===== src/sv/sjis_pkg.sv =====
// ----------------------------------------------------------------------------
// sjis_pkg
// Shared types and constants of the Shift-JIS to UTF-8 stream converter.
// ----------------------------------------------------------------------------
package sjis_pkg;

	localparam int TABLE_DEPTH = 8192;
	localparam int IDX_W       = $clog2(TABLE_DEPTH);
	localparam int BOUND_W     = $clog2(TABLE_DEPTH + 1);
	localparam int CNT_W       = 14;
	localparam int ENTRY_IDX_W = 13;
	localparam int CODE_W      = 16;

	localparam logic [CODE_W-1:0] MISS_CODE = 16'h0020;
	localparam logic [7:0]        ASCII_END = 8'h80;
	localparam logic [7:0]        KANA_LO   = 8'hA1;
	localparam logic [7:0]        KANA_HI   = 8'hDF;

	localparam logic [CODE_W-1:0] ONE_BYTE_MAX = 16'h007F;
	localparam logic [CODE_W-1:0] TWO_BYTE_MAX = 16'h07FF;
	localparam logic [7:0]        LEAD2_MARK   = 8'hC0;
	localparam logic [7:0]        LEAD3_MARK   = 8'hE0;
	localparam logic [7:0]        CONT_MARK    = 8'h80;

	typedef struct packed {
		logic [CODE_W-1:0] key;
		logic [CODE_W-1:0] value;
	} sjis_entry_t;

	typedef struct packed {
		logic              valid;
		logic [CODE_W-1:0] unicode;
	} sjis_uni_t;

endpackage


===== src/sv/sjis_utf8_emit.sv =====
// ----------------------------------------------------------------------------
// sjis_utf8_emit
// Splits one UTF-16 unit into one to three UTF-8 bytes behind an output
// register.
// ----------------------------------------------------------------------------
module sjis_utf8_emit (
	input  logic                clk,
	input  logic                arst_n,
	input  sjis_pkg::sjis_uni_t uni,
	output logic                uni_ready,
	output logic                out_valid,
	input  logic                out_stall,
	output logic [7:0]          utf8_byte,
	output logic                last_of_char
);
	import sjis_pkg::*;

	logic                busy_q;
	logic [CODE_W-1:0]   u_q;
	logic [1:0]          pos_q;
	logic                out_valid_q;
	logic [7:0]          byte_q;
	logic                last_q;
	logic [1:0]          len;
	logic [7:0]          cur_byte;
	logic                cur_last;
	logic                advance;

	always_comb begin
		if (u_q <= ONE_BYTE_MAX) begin
			len = 2'd1;
		end else if (u_q <= TWO_BYTE_MAX) begin
			len = 2'd2;
		end else begin
			len = 2'd3;
		end
	end

	always_comb begin
		cur_byte = {1'b0, u_q[6:0]};
		case (len)
			2'd2: begin
				if (pos_q == 2'd0) begin
					cur_byte = LEAD2_MARK | {3'b000, u_q[10:6]};
				end else begin
					cur_byte = CONT_MARK | {2'b00, u_q[5:0]};
				end
			end
			2'd3: begin
				if (pos_q == 2'd0) begin
					cur_byte = LEAD3_MARK | {4'b0000, u_q[15:12]};
				end else if (pos_q == 2'd1) begin
					cur_byte = CONT_MARK | {2'b00, u_q[11:6]};
				end else begin
					cur_byte = CONT_MARK | {2'b00, u_q[5:0]};
				end
			end
			default: begin
				cur_byte = {1'b0, u_q[6:0]};
			end
		endcase
	end

	assign cur_last     = (pos_q == len - 2'd1);
	assign advance      = busy_q && (!out_valid_q || !out_stall);
	assign uni_ready    = !busy_q;
	assign out_valid    = out_valid_q;
	assign utf8_byte    = byte_q;
	assign last_of_char = last_q;

	always_ff @(posedge clk or negedge arst_n) begin
		if (!arst_n) begin
			busy_q      <= 1'b0;
			out_valid_q <= 1'b0;
			pos_q       <= '0;
		end else begin
			if (advance) begin
				out_valid_q <= 1'b1;
				if (cur_last) begin
					busy_q <= 1'b0;
				end else begin
					pos_q <= pos_q + 2'd1;
				end
			end else if (out_valid_q && !out_stall) begin
				out_valid_q <= 1'b0;
			end
			if (uni.valid && !busy_q) begin
				busy_q <= 1'b1;
				pos_q  <= '0;
			end
		end
	end

	always_ff @(posedge clk) begin
		if (uni.valid && !busy_q) begin
			u_q <= uni.unicode;
		end
		if (advance) begin
			byte_q <= cur_byte;
			last_q <= cur_last;
		end
	end

endmodule


===== config.mk =====
export PLATFORM = sky130hd
export DESIGN_NAME = sjis_utf8_emit
export DESIGN_NICKNAME = d
export VERILOG_FILES = /design/src/sv/sjis_pkg.sv /design/src/sv/sjis_utf8_emit.sv
export SDC_FILE = /design/constraint.sdc
export NUM_CORES = 1
export LEC_CHECK = 0
export ABC_AREA = 1
export BUFFER_PORTS_ARGS = -buffer_cell sky130_fd_sc_hd__buf_2
export CORE_MARGIN = 4
export CORE_UTILIZATION = 55
export CTS_CLUSTER_SIZE = 8
export DETAILED_ROUTE_END_ITERATION = 6
export GPL_TIMING_DRIVEN = 0
export HOLD_SLACK_MARGIN = 0.02
export PLACE_DENSITY = 0.81
export RECOVER_POWER = 50
export SETUP_SLACK_MARGIN = 0.2
export SLEW_MARGIN = 25
export SYNTH_ARGS = -nofsm -noshare
export SYNTH_HDL_FRONTEND = slang
export SYNTH_SLANG_ARGS = --single-unit

===== constraint.sdc =====
create_clock -name clk -period 2.7 [get_ports clk]
set_clock_uncertainty 0.05 [all_clocks]
set_input_delay 0.135 -clock clk [delete_from_list [all_inputs] [get_ports clk]]
set_output_delay 0.135 -clock clk [all_outputs]
set_load 0.005 [all_outputs]

==> qor.yml <==
global_route:
  grt_max_degree: 17
  grt_pass1_vias: 1087
  track_usage: 0.190
  antenna_found_initial: 0
  grt-ovfl-total: 0
  grt_pass1_wl_um: 4840
detailed_routing:
  dr.pass1.iters: 4
  vias_per_cell: 5.03
  final_antenna_net_count: 0
  avgRoutedWirePerCell_um: 12.7
  vias: 1046
  drt_iter0_drc: 38
  wl_um: 2640
  drc: 0
power:
  sw_frac_of_total: 0.358
  power_per_cell_area_nw_per_um2: 862
  sequentialPowerShare: 0.475
  ir_drop_mv: 0.558
  comb_power_share: 0.382
  clkPwrFrac: 0.144
  p_int_mw: 0.981
  p_sw_mw: 0.546
  p_leak_nw: 0.787
  totalPowerFinal_mw: 1.53
cells_and_area:
  seqCellArea_um2: 851
  multiInputGateArea_um2: 430
  drive_gt1_frac: 0.267
  fillerInstances: 144
  num_antenna_cells: 0
  areaGrowthSynthToFinish_pct: 30.5
  nets: 202
clock_network:
  clock_tree.buffer_depth: 2
  htreeDepth: 2
  clkSlewWorstSetupHoldPaths_ns: 0.08
  cts_setup_buffers: 0
  cts_made_buffers: 5
  cts_sinks: 29
  root_buffer: "clkbuf_4"
  clock_latency_ns: 0.30
  cts_tree: "done"
timing:
  timing.final.crit_share: 0.674
  rsz0062_at_grt: "false"
  drv_slew: 0
  tightest_slew_ns: 0.596
  setup_tns_ns: 0
  setup_viol: 0
  finalHoldViolations: 0
  maxSlewHeadroom: 0.602
  min_period_ns: 1.82
  fmax_ghz: 0.549
run:
  cap_viol_max_count: 0
place:
  routabilityCongestion: 0.827
  port_buffers: 30
  hpwl_um: 1830
yosys:
  synth_top_cell_area_share: 0.553
  synth_fp_nets: 146
  ys_warn_count: 0
  synth_commonest_cells: "nand2_1 (28), edfxtp_1 (25), inv_1 (14)"
  syn-cell-area_um2: 1360
  synthArstFlopShare: 0.138
  synth.top_cells.by_area: "edfxtp_1 (55%), nand2_1 (7.7%), dfrtp_1 (7.4%)"
  ys_ff_latch: 29
  synth_area_leader_cell: "edfxtp_1"
  ys.flop_type: "edfxtp_1"
  synthCells: 124
  synth_cell_types: 26
  synth_enable_flop_cells: 25
  ys_seq_area_frac: 0.627
  synth_most_common_cell: "nand2_1"
  avgSynthCellArea_um2: 10.9
setup_path:
  max_stage_delay_ns: 0.43
  worst-path-stages: 7
  worstReg2RegStart: "pos_q[0]"
  r2r-end: "utf8_byte[3]"
  path_cells: "inv_1 > ha_1 > inv_2 > nand2_1 > a22oi_1 > o21ai_1 > o2111ai_1"
  cp-end-kind: "flop"
  start_kind: "flop"
  worstSetupPathType: "reg2reg"
  reg2regPathDepth: 7
  cpMaxStageDelayCell: "dfrtp_1"
  required_ns: 2.68
  critPathTopFamily: "flip-flops"
  crit_arrival_ns: 1.80
  rrSetupSlack_ns: 0.88
  path_max_fanout: 9
  path_buf_inv: 2
floorplanning:
  die_x_um: 57.7
  core_um2: 2280
  num_rows: 17
  io_pins: 31
  start_util: 0.596
  die_h_um: 57.7
  dieArea_um2: 3330
hold_path:
  hold_path.class: "in2async"
outcome:
  status: "finished clean"
flip-flops by register name (all words and copies together) (netlist names):
| signal | count |
|---|---|
| utf8_byte | 8 |
| last_of_char | 1 |
| busy_q | 1 |
| pos_q | 2 |
| u_q | 16 |
| out_valid | 1 |
placed cells by master (no fill, tap or decap), drive strengths merged, types with 3 or more instances in the layout:
cell / count
nand2: 32
buf: 26
edfxtp: 25
dlygate4sd3: 19
inv: 19
nor2: 12
clkbuf: 11
nand3: 9
o21ai: 5
dfrtp: 4
o22ai: 3
cell type report:
type	instances	share of cell area
multi-input cells	75	0.243
clock inverters	1	0.00212
flip-flops and latches	29	0.480
repair buffers	49	0.189
inverters	19	0.0403
clock buffers	6	0.0233
well taps	28	0.0198
plain buffers	1	0.00282
stage by stage:
| step | setup slack, ns | instance area [um2] | utilization | hold slack [ns] | instances |
|---|---|---|---|---|---|
| CTS | 0.943 | 1780 | 0.781 | 0.0979 | 208 |
| global route | 0.788 | 1770 | 0.778 | 0.151 | 208 |
| detailed placement | 0.964 | 1540 | 0.678 | -0.108 | 182 |
| finish | 0.880 | 1770 | 0.778 | 0.134 | 208 |
| global placement | 1.03 | 1540 | 0.678 | -0.110 | 182 |
| floorplan | 1.21 | 1360 | - | -0.211 | 124 |
routing by layer:
metal	share of wire	global-route usage	vias up
li1	-	-	531
met1	0.40	0.224	464
met2	0.51	0.340	47
met3	0.086	0.0535	4
met4	0.0087	0.0464	0
met5	0	0	-
worst max-delay path by stage:
stage	startpoint	slack, ns	endpoint
detailed placement	pos_q[0]	0.96	utf8_byte[3]
finish	pos_q[0]	0.88	utf8_byte[3]
global route	pos_q[0]	0.79	utf8_byte[0]
floorplan	pos_q[0]	1.21	utf8_byte[3]
global placement	pos_q[0]	1.03	utf8_byte[3]
CTS	pos_q[0]	0.94	utf8_byte[3]
power groups by stage:
stage | combinational [mW] | clock [mW] | sequential [mW]
6_report | 0.583 | 0.219 | 0.724
5_1_grt | 0.655 | 0.258 | 0.740
4_1_cts | 0.584 | 0.226 | 0.723
3_5_place_dp | 0.563 | 0 | 0.733
3_3_place_gp | 0.536 | 0 | 0.728
2_1_floorplan | 0.379 | 0 | 0.734
kinds of logic (layout without fill, tap and decap cells):
logic type / count (synthesis) / count (layout) / share of synthesized area
buffers and inverters: 20 / 76 / 0.0562
muxes: 1 / 1 / 0.00737
adders and majority gates: 2 / 2 / 0.0184
and+or+nand+nor: 57 / 57 / 0.218
AOI/OAI and AO/OA: 15 / 15 / 0.0728
DFF: 29 / 29 / 0.627
what timing repair did:
item | 4_1_cts | 5_1_grt
hold buffers | 19 | 0
endpoints found under the hold margin | 22 | 0
gates resized for setup | 0 | 0
(Power assumes the default switching activity.)
