==> src/sv/sjis_pkg.sv <==
// ----------------------------------------------------------------------------
// sjis_pkg
// Shared types and constants of the Shift-JIS to UTF-8 stream converter.
// ----------------------------------------------------------------------------
package sjis_pkg;

	localparam int TABLE_DEPTH = 8192;
	localparam int IDX_W       = $clog2(TABLE_DEPTH);
	localparam int BOUND_W     = $clog2(TABLE_DEPTH + 1);
	localparam int CNT_W       = 14;
	localparam int ENTRY_IDX_W = 13;
	localparam int CODE_W      = 16;

	localparam logic [CODE_W-1:0] MISS_CODE = 16'h0020;
	localparam logic [7:0]        ASCII_END = 8'h80;
	localparam logic [7:0]        KANA_LO   = 8'hA1;
	localparam logic [7:0]        KANA_HI   = 8'hDF;

	localparam logic [CODE_W-1:0] ONE_BYTE_MAX = 16'h007F;
	localparam logic [CODE_W-1:0] TWO_BYTE_MAX = 16'h07FF;
	localparam logic [7:0]        LEAD2_MARK   = 8'hC0;
	localparam logic [7:0]        LEAD3_MARK   = 8'hE0;
	localparam logic [7:0]        CONT_MARK    = 8'h80;

	typedef struct packed {
		logic [CODE_W-1:0] key;
		logic [CODE_W-1:0] value;
	} sjis_entry_t;

	typedef struct packed {
		logic              valid;
		logic [CODE_W-1:0] unicode;
	} sjis_uni_t;

endpackage

==> src/sv/sjis_search.sv <==
// ----------------------------------------------------------------------------
// sjis_search
// Item intake, table load, lead byte pairing and binary search of the table.
// ----------------------------------------------------------------------------
module sjis_search (
	input  logic                                  clk,
	input  logic                                  arst_n,
	input  logic                                  in_valid,
	output logic                                  in_stall,
	input  logic                                  mode,
	input  logic [7:0]                            byte_in,
	input  logic                                  final_byte,
	input  logic [sjis_pkg::ENTRY_IDX_W-1:0]      entry_index,
	input  logic [sjis_pkg::CODE_W-1:0]           entry_sjis,
	input  logic [sjis_pkg::CODE_W-1:0]           entry_unicode,
	input  logic [sjis_pkg::BOUND_W-1:0]          limit,
	output logic                                  ram_we,
	output logic [sjis_pkg::IDX_W-1:0]            ram_waddr,
	output sjis_pkg::sjis_entry_t                 ram_wdata,
	output logic                                  ram_re,
	output logic [sjis_pkg::IDX_W-1:0]            ram_raddr,
	input  sjis_pkg::sjis_entry_t                 ram_rdata,
	output sjis_pkg::sjis_uni_t                   uni,
	input  logic                                  uni_ready
);
	import sjis_pkg::*;

	typedef enum logic [3:0] {
		S_IDLE = 4'b0001,
		S_READ = 4'b0010,
		S_CMP  = 4'b0100,
		S_SEND = 4'b1000
	} sjis_state_t;

	sjis_state_t          state_q;
	logic [BOUND_W-1:0]   lo_q;
	logic [BOUND_W-1:0]   hi_q;
	logic [BOUND_W-1:0]   mid_q;
	logic [BOUND_W-1:0]   mid;
	logic [CODE_W-1:0]    code_q;
	logic [CODE_W-1:0]    value_q;
	logic [7:0]           held_q;
	logic                 pending_q;
	logic                 accept;
	logic                 single;

	assign in_stall = (state_q != S_IDLE);
	assign accept   = in_valid && !in_stall;
	assign single   = (byte_in < ASCII_END) || (byte_in >= KANA_LO && byte_in <= KANA_HI);
	assign mid      = lo_q + ((hi_q - lo_q) >> 1);

	assign ram_we          = accept && !mode && (32'(entry_index) < TABLE_DEPTH);
	assign ram_waddr       = IDX_W'(entry_index);
	assign ram_wdata.key   = entry_sjis;
	assign ram_wdata.value = entry_unicode;
	assign ram_re          = (state_q == S_READ) && (lo_q < hi_q);
	assign ram_raddr       = mid[IDX_W-1:0];

	assign uni.valid   = (state_q == S_SEND);
	assign uni.unicode = value_q;

	always_ff @(posedge clk or negedge arst_n) begin
		if (!arst_n) begin
			state_q   <= S_IDLE;
			held_q    <= '0;
			pending_q <= 1'b0;
		end else begin
			case (state_q)
				S_IDLE: begin
					if (accept && mode) begin
						if (pending_q) begin
							pending_q <= 1'b0;
							held_q    <= '0;
							state_q   <= S_READ;
						end else if (single) begin
							state_q <= S_READ;
						end else if (!final_byte) begin
							held_q    <= byte_in;
							pending_q <= 1'b1;
						end
					end
				end
				S_READ: begin
					if (lo_q < hi_q) begin
						state_q <= S_CMP;
					end else begin
						state_q <= S_SEND;
					end
				end
				S_CMP: begin
					if (ram_rdata.key == code_q) begin
						state_q <= S_SEND;
					end else begin
						state_q <= S_READ;
					end
				end
				S_SEND: begin
					if (uni_ready) begin
						state_q <= S_IDLE;
					end
				end
				default: begin
					state_q <= S_IDLE;
				end
			endcase
		end
	end

	always_ff @(posedge clk) begin
		case (state_q)
			S_IDLE: begin
				lo_q <= '0;
				hi_q <= limit;
				if (pending_q) begin
					code_q <= {held_q, byte_in};
				end else begin
					code_q <= CODE_W'(byte_in);
				end
			end
			S_READ: begin
				mid_q <= mid;
				if (!(lo_q < hi_q)) begin
					value_q <= MISS_CODE;
				end
			end
			S_CMP: begin
				if (ram_rdata.key == code_q) begin
					value_q <= ram_rdata.value;
				end else if (ram_rdata.key < code_q) begin
					lo_q <= mid_q + BOUND_W'(1);
				end else begin
					hi_q <= mid_q;
				end
			end
			default: begin
			end
		endcase
	end

endmodule

==> config.mk <==
export PLATFORM = sky130hd
export DESIGN_NAME = sjis_search
export DESIGN_NICKNAME = d
export VERILOG_FILES = /design/src/sv/sjis_pkg.sv /design/src/sv/sjis_search.sv
export SDC_FILE = /design/constraint.sdc
export NUM_CORES = 1
export LEC_CHECK = 0
export BUFFER_PORTS_ARGS = -buffer_cell sky130_fd_sc_hd__buf_4
export CELL_PAD_IN_SITES_DETAIL_PLACEMENT = 0
export CELL_PAD_IN_SITES_GLOBAL_PLACEMENT = 1
export CORE_ASPECT_RATIO = 0.75
export CORE_UTILIZATION = 39
export CTS_CLUSTER_SIZE = 14
export DETAILED_ROUTE_END_ITERATION = 6
export HOLD_SLACK_MARGIN = 0.1
export PLACE_DENSITY = 0.81
export RECOVER_POWER = 100
export SLEW_MARGIN = 5
export SYNTH_ARGS = -nofsm -noshare
export SYNTH_HDL_FRONTEND = slang
export SYNTH_SLANG_ARGS = --single-unit
export TNS_END_PERCENT = 1
==> constraint.sdc <==
create_clock -name clk -period 5.1 [get_ports clk]
set_input_delay 0.51 -clock clk [delete_from_list [all_inputs] [get_ports clk]]
set_output_delay 0.51 -clock clk [all_outputs]
set_load 0.03 [all_outputs]
==> qor.yml, run 1 <==
timing:
  slew_viol_final: 15
  fmax_mhz: 217
  finalHoldViolCount: 0
  setup-tns-final_ps: 0
  hold_slack_ps: 425
  timing_worst_slew_pin_value_ps: 2390
  worst_clock_skew_ps: 7.75
  fin_crit_sh_pct: 90.5
  finalSetupViolations: 0
  finalWorstPathRequiredPeriod_ps: 4620
  rsz0062_at_grt: "false"
  finalWorstSetupSlack_ps: 484
  slew_hr_pct: -60.9
synthesis:
  synth_top_cells_by_area: "edfxtp_1 39%, ha_1 10%, buf_4 7.6%, dfrtp_1 5.2%, nand2_1 3.7%"
  synthCells: 569
  synth_nets: 722
  synth_largest_area_cell: "edfxtp_1"
  synth-warning-count: 0
  post_synth_instance_area_um2: 5750
  edff_count_synth: 74
  synth_async_sr_flop_share_pct: 14.9
  yosys.cell_types.count: 56
  synth_top_cell_area_share_pct: 38.6
  avgSynthCellArea_um2: 10.1
  synth_seq_area_share_pct: 44.3
  dominantRegCellSynth: "edfxtp_1"
  ys_seq_elements: 87
drt:
  drc_errors: 0
  via_per_inst: 5.09
  routedWlPerCell_um: 16.0
  detailroute.via_count: 4132
  first_iter_violations: 189
  drt_wl_total_um: 13000
  route.antenna.remaining_nets: 0
  drtPass1Iterations: 4
global_routing:
  maximum_number_of_pins_on_one_net_before_global_route_repair: 33
  grt_remaining_overflow: 0
  grt_first_pass_wirelength_um: 20900
  gr-usage-all-layers_pct: 18.0
  initial_antenna_violation_count: 0
  grt_pass1_vias: 4080
critical_path:
  worst_path_max_delay_cell: "edfxtp_1"
  rrSetupSlack_ps: 950
  crit_path_cell_trace: "ha_1, fa_1, nand2b_1, a211oi_1, nor2_1, o21ai_0, xor2_1, ha_1, and3_1, a31oi_1, o21ai_0, a41oi_1, xnor2_1, clkbuf_1"
  reg2reg_from: "state_q[3]$_DFFE_PN0P_"
  worstPathMaxFanout: 8
  criticalPathCategory: "reg2out"
  capturing_point_of_the_worst_reg2reg_path: "lo_q[0]$_SDFFCE_PN0P_"
  cp_num_buf_inv: 1
  end_kind: "output port"
  start_kind: "flop"
  required_ps: 4590
  worst_ep_arrival_time_ps: 4110
  reg2regPathDepth: 5
  crit_family: "compound AO/OA/AOI/OAI gates"
  critPathMaxStageDelay_ps: 420
cells_and_area:
  finish.cell_count_without_fillers: 811
  layout-drive-gt1-share_pct: 11.8
  utilization_pct: 44.1
  final_design_area_no_fill_um2: 6370
  area.growth.synth_to_final_pct: 10.8
  final_common_cell: "edfxtp_1"
  finish.net_count: 759
  diodes: 0
  top_library_cells_by_usage_in_the_layout_fill_and_taps_aside: "74 x edfxtp_1, 56 x nand2_1, 50 x buf_4"
status:
  run_status: "finished, violations left"
  violations: "capacitance limit, slew limit"
clock_network:
  cts_num_sinks: 87
  cts.hold.buffers_added: 1
  cts.repair_timing.setup_buffer_count: 0
  number_of_h_tree_branching_levels: 3
  cts_root_buffer: "clkbuf_16"
  tritoncts.num_buffers: 9
  clkLatencyLatePin_ps: 350
  post_cts_resized: 0
  cts_tree: "done"
  clk_pin_slew_worst_paths_ps: 70
  largest_buffer_count_on_any_clock_path: 2
placed_design:
  gp_congestion: 0.899
  port_buffers: 92
  place_worst_setup_slack_ps: 1010
  detailed_place_hpwl_um: 9980
  dp_cells: 794
  placedInstanceArea_um2: 6240
power_and_ir_drop:
  pwr_dens_nw_per_um2: 469
  leakagePower_nw: 2.65
  finalPower_mw: 2.99
  irDropWorstVdd_mv: 0.340
floorplanning:
  floorplan.core_area_um2: 14500
  die-area_um2: 15200
  die_width_um: 142
  dieHeight_um: 107
  initial_core_util_pct: 39.8
  core.rowCount: 38
  ioPinCount: 183
min_path:
  min_delay_path_depth: 3
  hp-class: "in2reg"
  hold_path_end: "hi_q[10]$_DFFE_PP_"
  hold_path_startpoint: "limit[10]"
flow_run:
  max-cap-violations: 2
==> worst register-to-register path, cell delays in order, from the launching register on <==
cell	delay (ps)
dfrtp_1	400
nand2b_1	180
or3_1	760
a211oi_1	420
o211ai_1	150
a21boi_0	1810
==> worst max-delay path by stage <==
| stage | slack [ps] | end | cells past startpoint | from |
|---|---|---|---|---|
| after detailed placement | 1010 | ram_raddr[12] | 14 | lo_q[0]$_SDFFCE_PN0P_ |
| after global placement | 1130 | ram_raddr[12] | 14 | lo_q[0]$_SDFFCE_PN0P_ |
| after CTS | 610 | ram_raddr[12] | 14 | lo_q[0]$_SDFFCE_PN0P_ |
| after global routing | 200 | ram_raddr[12] | 14 | lo_q[0]$_SDFFCE_PN0P_ |
| final | 480 | ram_raddr[12] | 14 | lo_q[0]$_SDFFCE_PN0P_ |
| after floorplan | 1340 | ram_raddr[12] | 15 | lo_q[0]$_SDFFCE_PN0P_ |
==> flip-flops by register name (all words and copies together), names as in the netlist <==
register	flops
lo_q	14
pending_q	1
mid_q	14
code_q	16
state_q	4
hi_q	14
value_q	16
held_q	8
==> layer usage <==
layer	wire [µm]	up-vias	global-route usage (%)	part of all wire (%)
li1	-	2050	-	-
met1	6140	1907	24.4	47
met2	5590	130	27.2	43
met3	874	45	4.20	6.7
met4	377	0	8.37	2.9
met5	0	-	0	0
==> where the power goes <==
| group | internal [mW] | total (mW) | switching (mW) |
|---|---|---|---|
| combinational | 0.461 | 1.34 | 0.881 |
| clock | 0.390 | 0.689 | 0.299 |
| sequential | 0.910 | 0.961 | 0.0507 |
| total | 1.76 | 2.99 | 1.23 |
==> Yosys cell counts (11+ instances only) <==
cell	count
edfxtp_1	74
buf_4	58
nand2_1	56
ha_1	46
inv_1	42
nor2_1	27
a21oi_1	26
and2_1	26
o21ai_0	18
xnor2_1	18
nand3_1	17
dfrtp_1	12
nand2b_1	12
nor3_1	12
xor2_1	12
a21o_1	11
clkbuf_1	11
==> logic make-up (layout without fill, tap and decap cells) <==
kind of cell | after synthesis | count (layout) | synth area share [%]
xor gates and xnor gates | 30 | 30 | 4.57
buffers and inverters | 112 | 154 | 11.1
and+or+nand+nor | 184 | 184 | 16.5
DFF | 87 | 87 | 44.3
muxes | 1 | 1 | 0.174
adders and majority gates | 48 | 48 | 10.7
AOI/OAI and AO/OA | 107 | 107 | 12.6
==> cell type report <==
cell class	instances	area (µm²)
Tap cell	200	250
Fill cell	1464	8080
Clock inverter	7	83.8
Multi-Input combinational cell	370	2550
Inverter	42	158
Timing Repair Buffer	96	554
Clock buffer	9	225
Sequential cell	87	2550
Note: power is estimated with default switching activity, not from simulation.
==> inputs of run 2 (changes only) <==
- GPL_TIMING_DRIVEN: not set -> 1
- PLACE_DENSITY: 0.81 -> 0.88
==> run 2 against run 1 <==
- the run still ends with capacitance limit, slew limit left
- hold slack better by 5.3 ps
- utilization down 0.061 points
- clock power down 4.2%
- non-clock buffer count unchanged
- clock skew about the same
- global-route usage down 0.89 points
- critical path depth unchanged
- register-to-register slack about the same
- clock-buffer cell count up 2
- sequential share of layout area up 0.055 points
- cell count unchanged
- sequential cell count unchanged
- critical path type unchanged
- largest power group unchanged
- highest routed layer unchanged
==> qor.yml, run 2 (synthesized netlist as in run 1, its figures left out) <==
status:
  run_status: "finished, violations left"  # unchanged
  violations: "capacitance limit, slew limit"  # unchanged
floorplanning:
  core.rowCount: 38  # unchanged
  die_width_um: 142  # unchanged
  die-area_um2: 15200  # unchanged
  initial_core_util_pct: 39.8  # unchanged
  ioPinCount: 183  # unchanged
  floorplan.core_area_um2: 14500  # unchanged
  dieHeight_um: 107  # unchanged
cells_and_area:
  biggestRegsByFlops: "code_q x16, value_q x16"  # unchanged
  top_library_cells_by_usage_in_the_layout_fill_and_taps_aside: "74 x edfxtp_1, 56 x nand2_1, 50 x buf_4"  # unchanged
  finish.net_count: 759  # unchanged
  final_common_cell: "edfxtp_1"  # unchanged
  layout-drive-gt1-share_pct: 11.6  # was 11.8%
  diodes: 0  # unchanged
  area.growth.synth_to_final_pct: 10.7  # was 10.8%
  fillCellCount: 1402  # was 1464
global_routing:
  gr-usage-all-layers_pct: 17.1  # was 18.0%
  grt_pass1_vias: 4113  # was 4080
  maximum_number_of_pins_on_one_net_before_global_route_repair: 33  # unchanged
  initial_antenna_violation_count: 0  # unchanged
  grt_first_pass_wirelength_um: 19900  # was 20900 µm
  grt_remaining_overflow: 0  # unchanged
flow_run:
  max-cap-violations: 1  # was 2
critical_path:
  crit_path_cell_trace: "ha_1, fa_1, nand2b_1, a211oi_1, nor2_1, o21ai_0, xor2_1, ha_1, and3_1, a31oi_1, o21ai_0, a41oi_1, xnor2_1, clkbuf_1"  # unchanged
  end_kind: "output port"  # unchanged
  reg2reg_from: "state_q[3]$_DFFE_PN0P_"  # unchanged
  critPathLaunch: "lo_q[0]$_SDFFCE_PN0P_"  # unchanged
  criticalPathCategory: "reg2out"  # unchanged
  critPathMaxStageDelay_ps: 400  # was 420 ps
  worstPathMaxFanout: 8  # unchanged
  worst_path_max_delay_cell: "edfxtp_1"  # unchanged
  start_kind: "flop"  # unchanged
  worst_ep_arrival_time_ps: 4060  # was 4110 ps
  required_ps: 4590  # about the same
drt:
  drt_wl_total_um: 12500  # was 13000 µm
  route.antenna.remaining_nets: 0  # unchanged
  first_iter_violations: 213  # was 189
  drc_errors: 0  # unchanged
  detailroute.via_count: 4110  # was 4132
  drtPass1Iterations: 4  # unchanged
  routedWlPerCell_um: 15.4  # was 16.0 µm
  via_per_inst: 5.07  # was 5.09
timing:
  finalHoldViolCount: 0  # unchanged
  slew_viol_final: 15  # unchanged
  worst_clock_skew_ps: 7.65  # was 7.75 ps
  setup-tns-final_ps: 0  # unchanged
  fmax_mhz: 219  # was 217 MHz
  fin_crit_sh_pct: 89.6  # was 90.5%
  slew_hr_pct: -64.0  # was -60.9%
  finalWorstSetupSlack_ps: 530  # was 484 ps
  finalSetupViolations: 0  # unchanged
  finalWorstPathRequiredPeriod_ps: 4570  # was 4620 ps
  timing_worst_slew_pin_value_ps: 2440  # was 2390 ps
  rsz0062_at_grt: "false"  # unchanged
clock_network:
  tritoncts.num_buffers: 9  # unchanged
  number_of_h_tree_branching_levels: 3  # unchanged
  cts.repair_timing.setup_buffer_count: 0  # unchanged
  clkLatencyLatePin_ps: 340  # was 350 ps
  cts_tree: "done"  # unchanged
  cts_num_sinks: 87  # unchanged
  clk_pin_slew_worst_paths_ps: 60  # was 70 ps
  cts.hold.buffers_added: 1  # unchanged
  cts_root_buffer: "clkbuf_16"  # unchanged
  largest_buffer_count_on_any_clock_path: 2  # unchanged
  post_cts_resized: 0  # unchanged
min_path:
  hold_path_startpoint: "byte_in[0]"  # was limit[10]
  hp-class: "in2reg"  # unchanged
placed_design:
  gp_congestion: 0.907  # was 0.899
  port_buffers: 92  # unchanged
  detailed_place_hpwl_um: 9580  # was 9980 µm
  place_worst_setup_slack_ps: 1080  # was 1010 ps
power_and_ir_drop:
  irDropWorstVdd_mv: 0.286  # was 0.340 mV
  pwr_dens_nw_per_um2: 465  # was 469 nW/µm²
  leakagePower_nw: 2.64  # was 2.65 nW
[run 2: cell count changes in the layout (fill, tap and decap cells not counted), sizes merged]
cell / previous run / this run
clkinvlp: 1 / 3
clkbuf: 54 / 56
clkinv: 0 / 1
inv: 47 / 42
[run 2: where the power goes]
group	switching, mW	internal [mW]
combinational	0.876	0.461
sequential	0.0492	0.911
clock	0.268	0.392
total	1.19	1.76
[run 2: metrics by stage]
step	instance area [µm²]	power, mW	hold WS (ps)	util, %	instances
floorplan	5750	2.20	214	-	569
global placement	6240	2.38	359	43.2	794
detailed placement	6240	2.41	367	43.2	794
CTS	6560	3.08	353	45.4	811
global route	6370	3.13	430	44.0	811
finish	6370	2.96	430	44.0	811
[run 2: worst paths after layout]
path	end	slack, ps	cells past startpoint
max	ram_raddr[12]	530	14
min	code_q[0]$_DFFE_PP_	430	1
max reg2reg	lo_q[1]$_SDFFCE_PN0P_	950	5
min reg2reg	held_q[0]$_DFFE_PN0P_	510	1
max in group asynchronous	state_q[3]$_DFFE_PN0P_	3860	2
min in group asynchronous	held_q[1]$_DFFE_PN0P_	770	2
[run 2: layout make-up]
type                    instances  area [µm²]  share of cell area, %
clock buffers                  11         243                   3.81
repair buffers                 96         554                   8.71
clock inverters                 5        57.6                  0.904
multi-input cells             370        2550                   40.1
flip-flops and latches         87        2550                   40.0
inverters                      42         158                   2.48
well taps                     200         250                   3.93
[run 2: per-layer routing]
metal	vias to the layer above	part of all wire, %	GRT usage, %
li1	2040	-	-
met1	1900	47	21.9
met2	130	43	26.5
met3	40	5.9	4.11
met4	0	3.5	9.83
met5	-	0	0
[run 2: worst max-delay path: cells and delay by family (launching register included)]
kind | cells | cell delay [ps]
adder cells (fa/ha/maj) | 3 | 980
AND/OR/NAND/NOR | 3 | 560
AO/OA/AOI/OAI | 5 | 1060
flip-flops | 1 | 400
XOR/XNOR | 2 | 380
buffers and inverters | 1 | 340
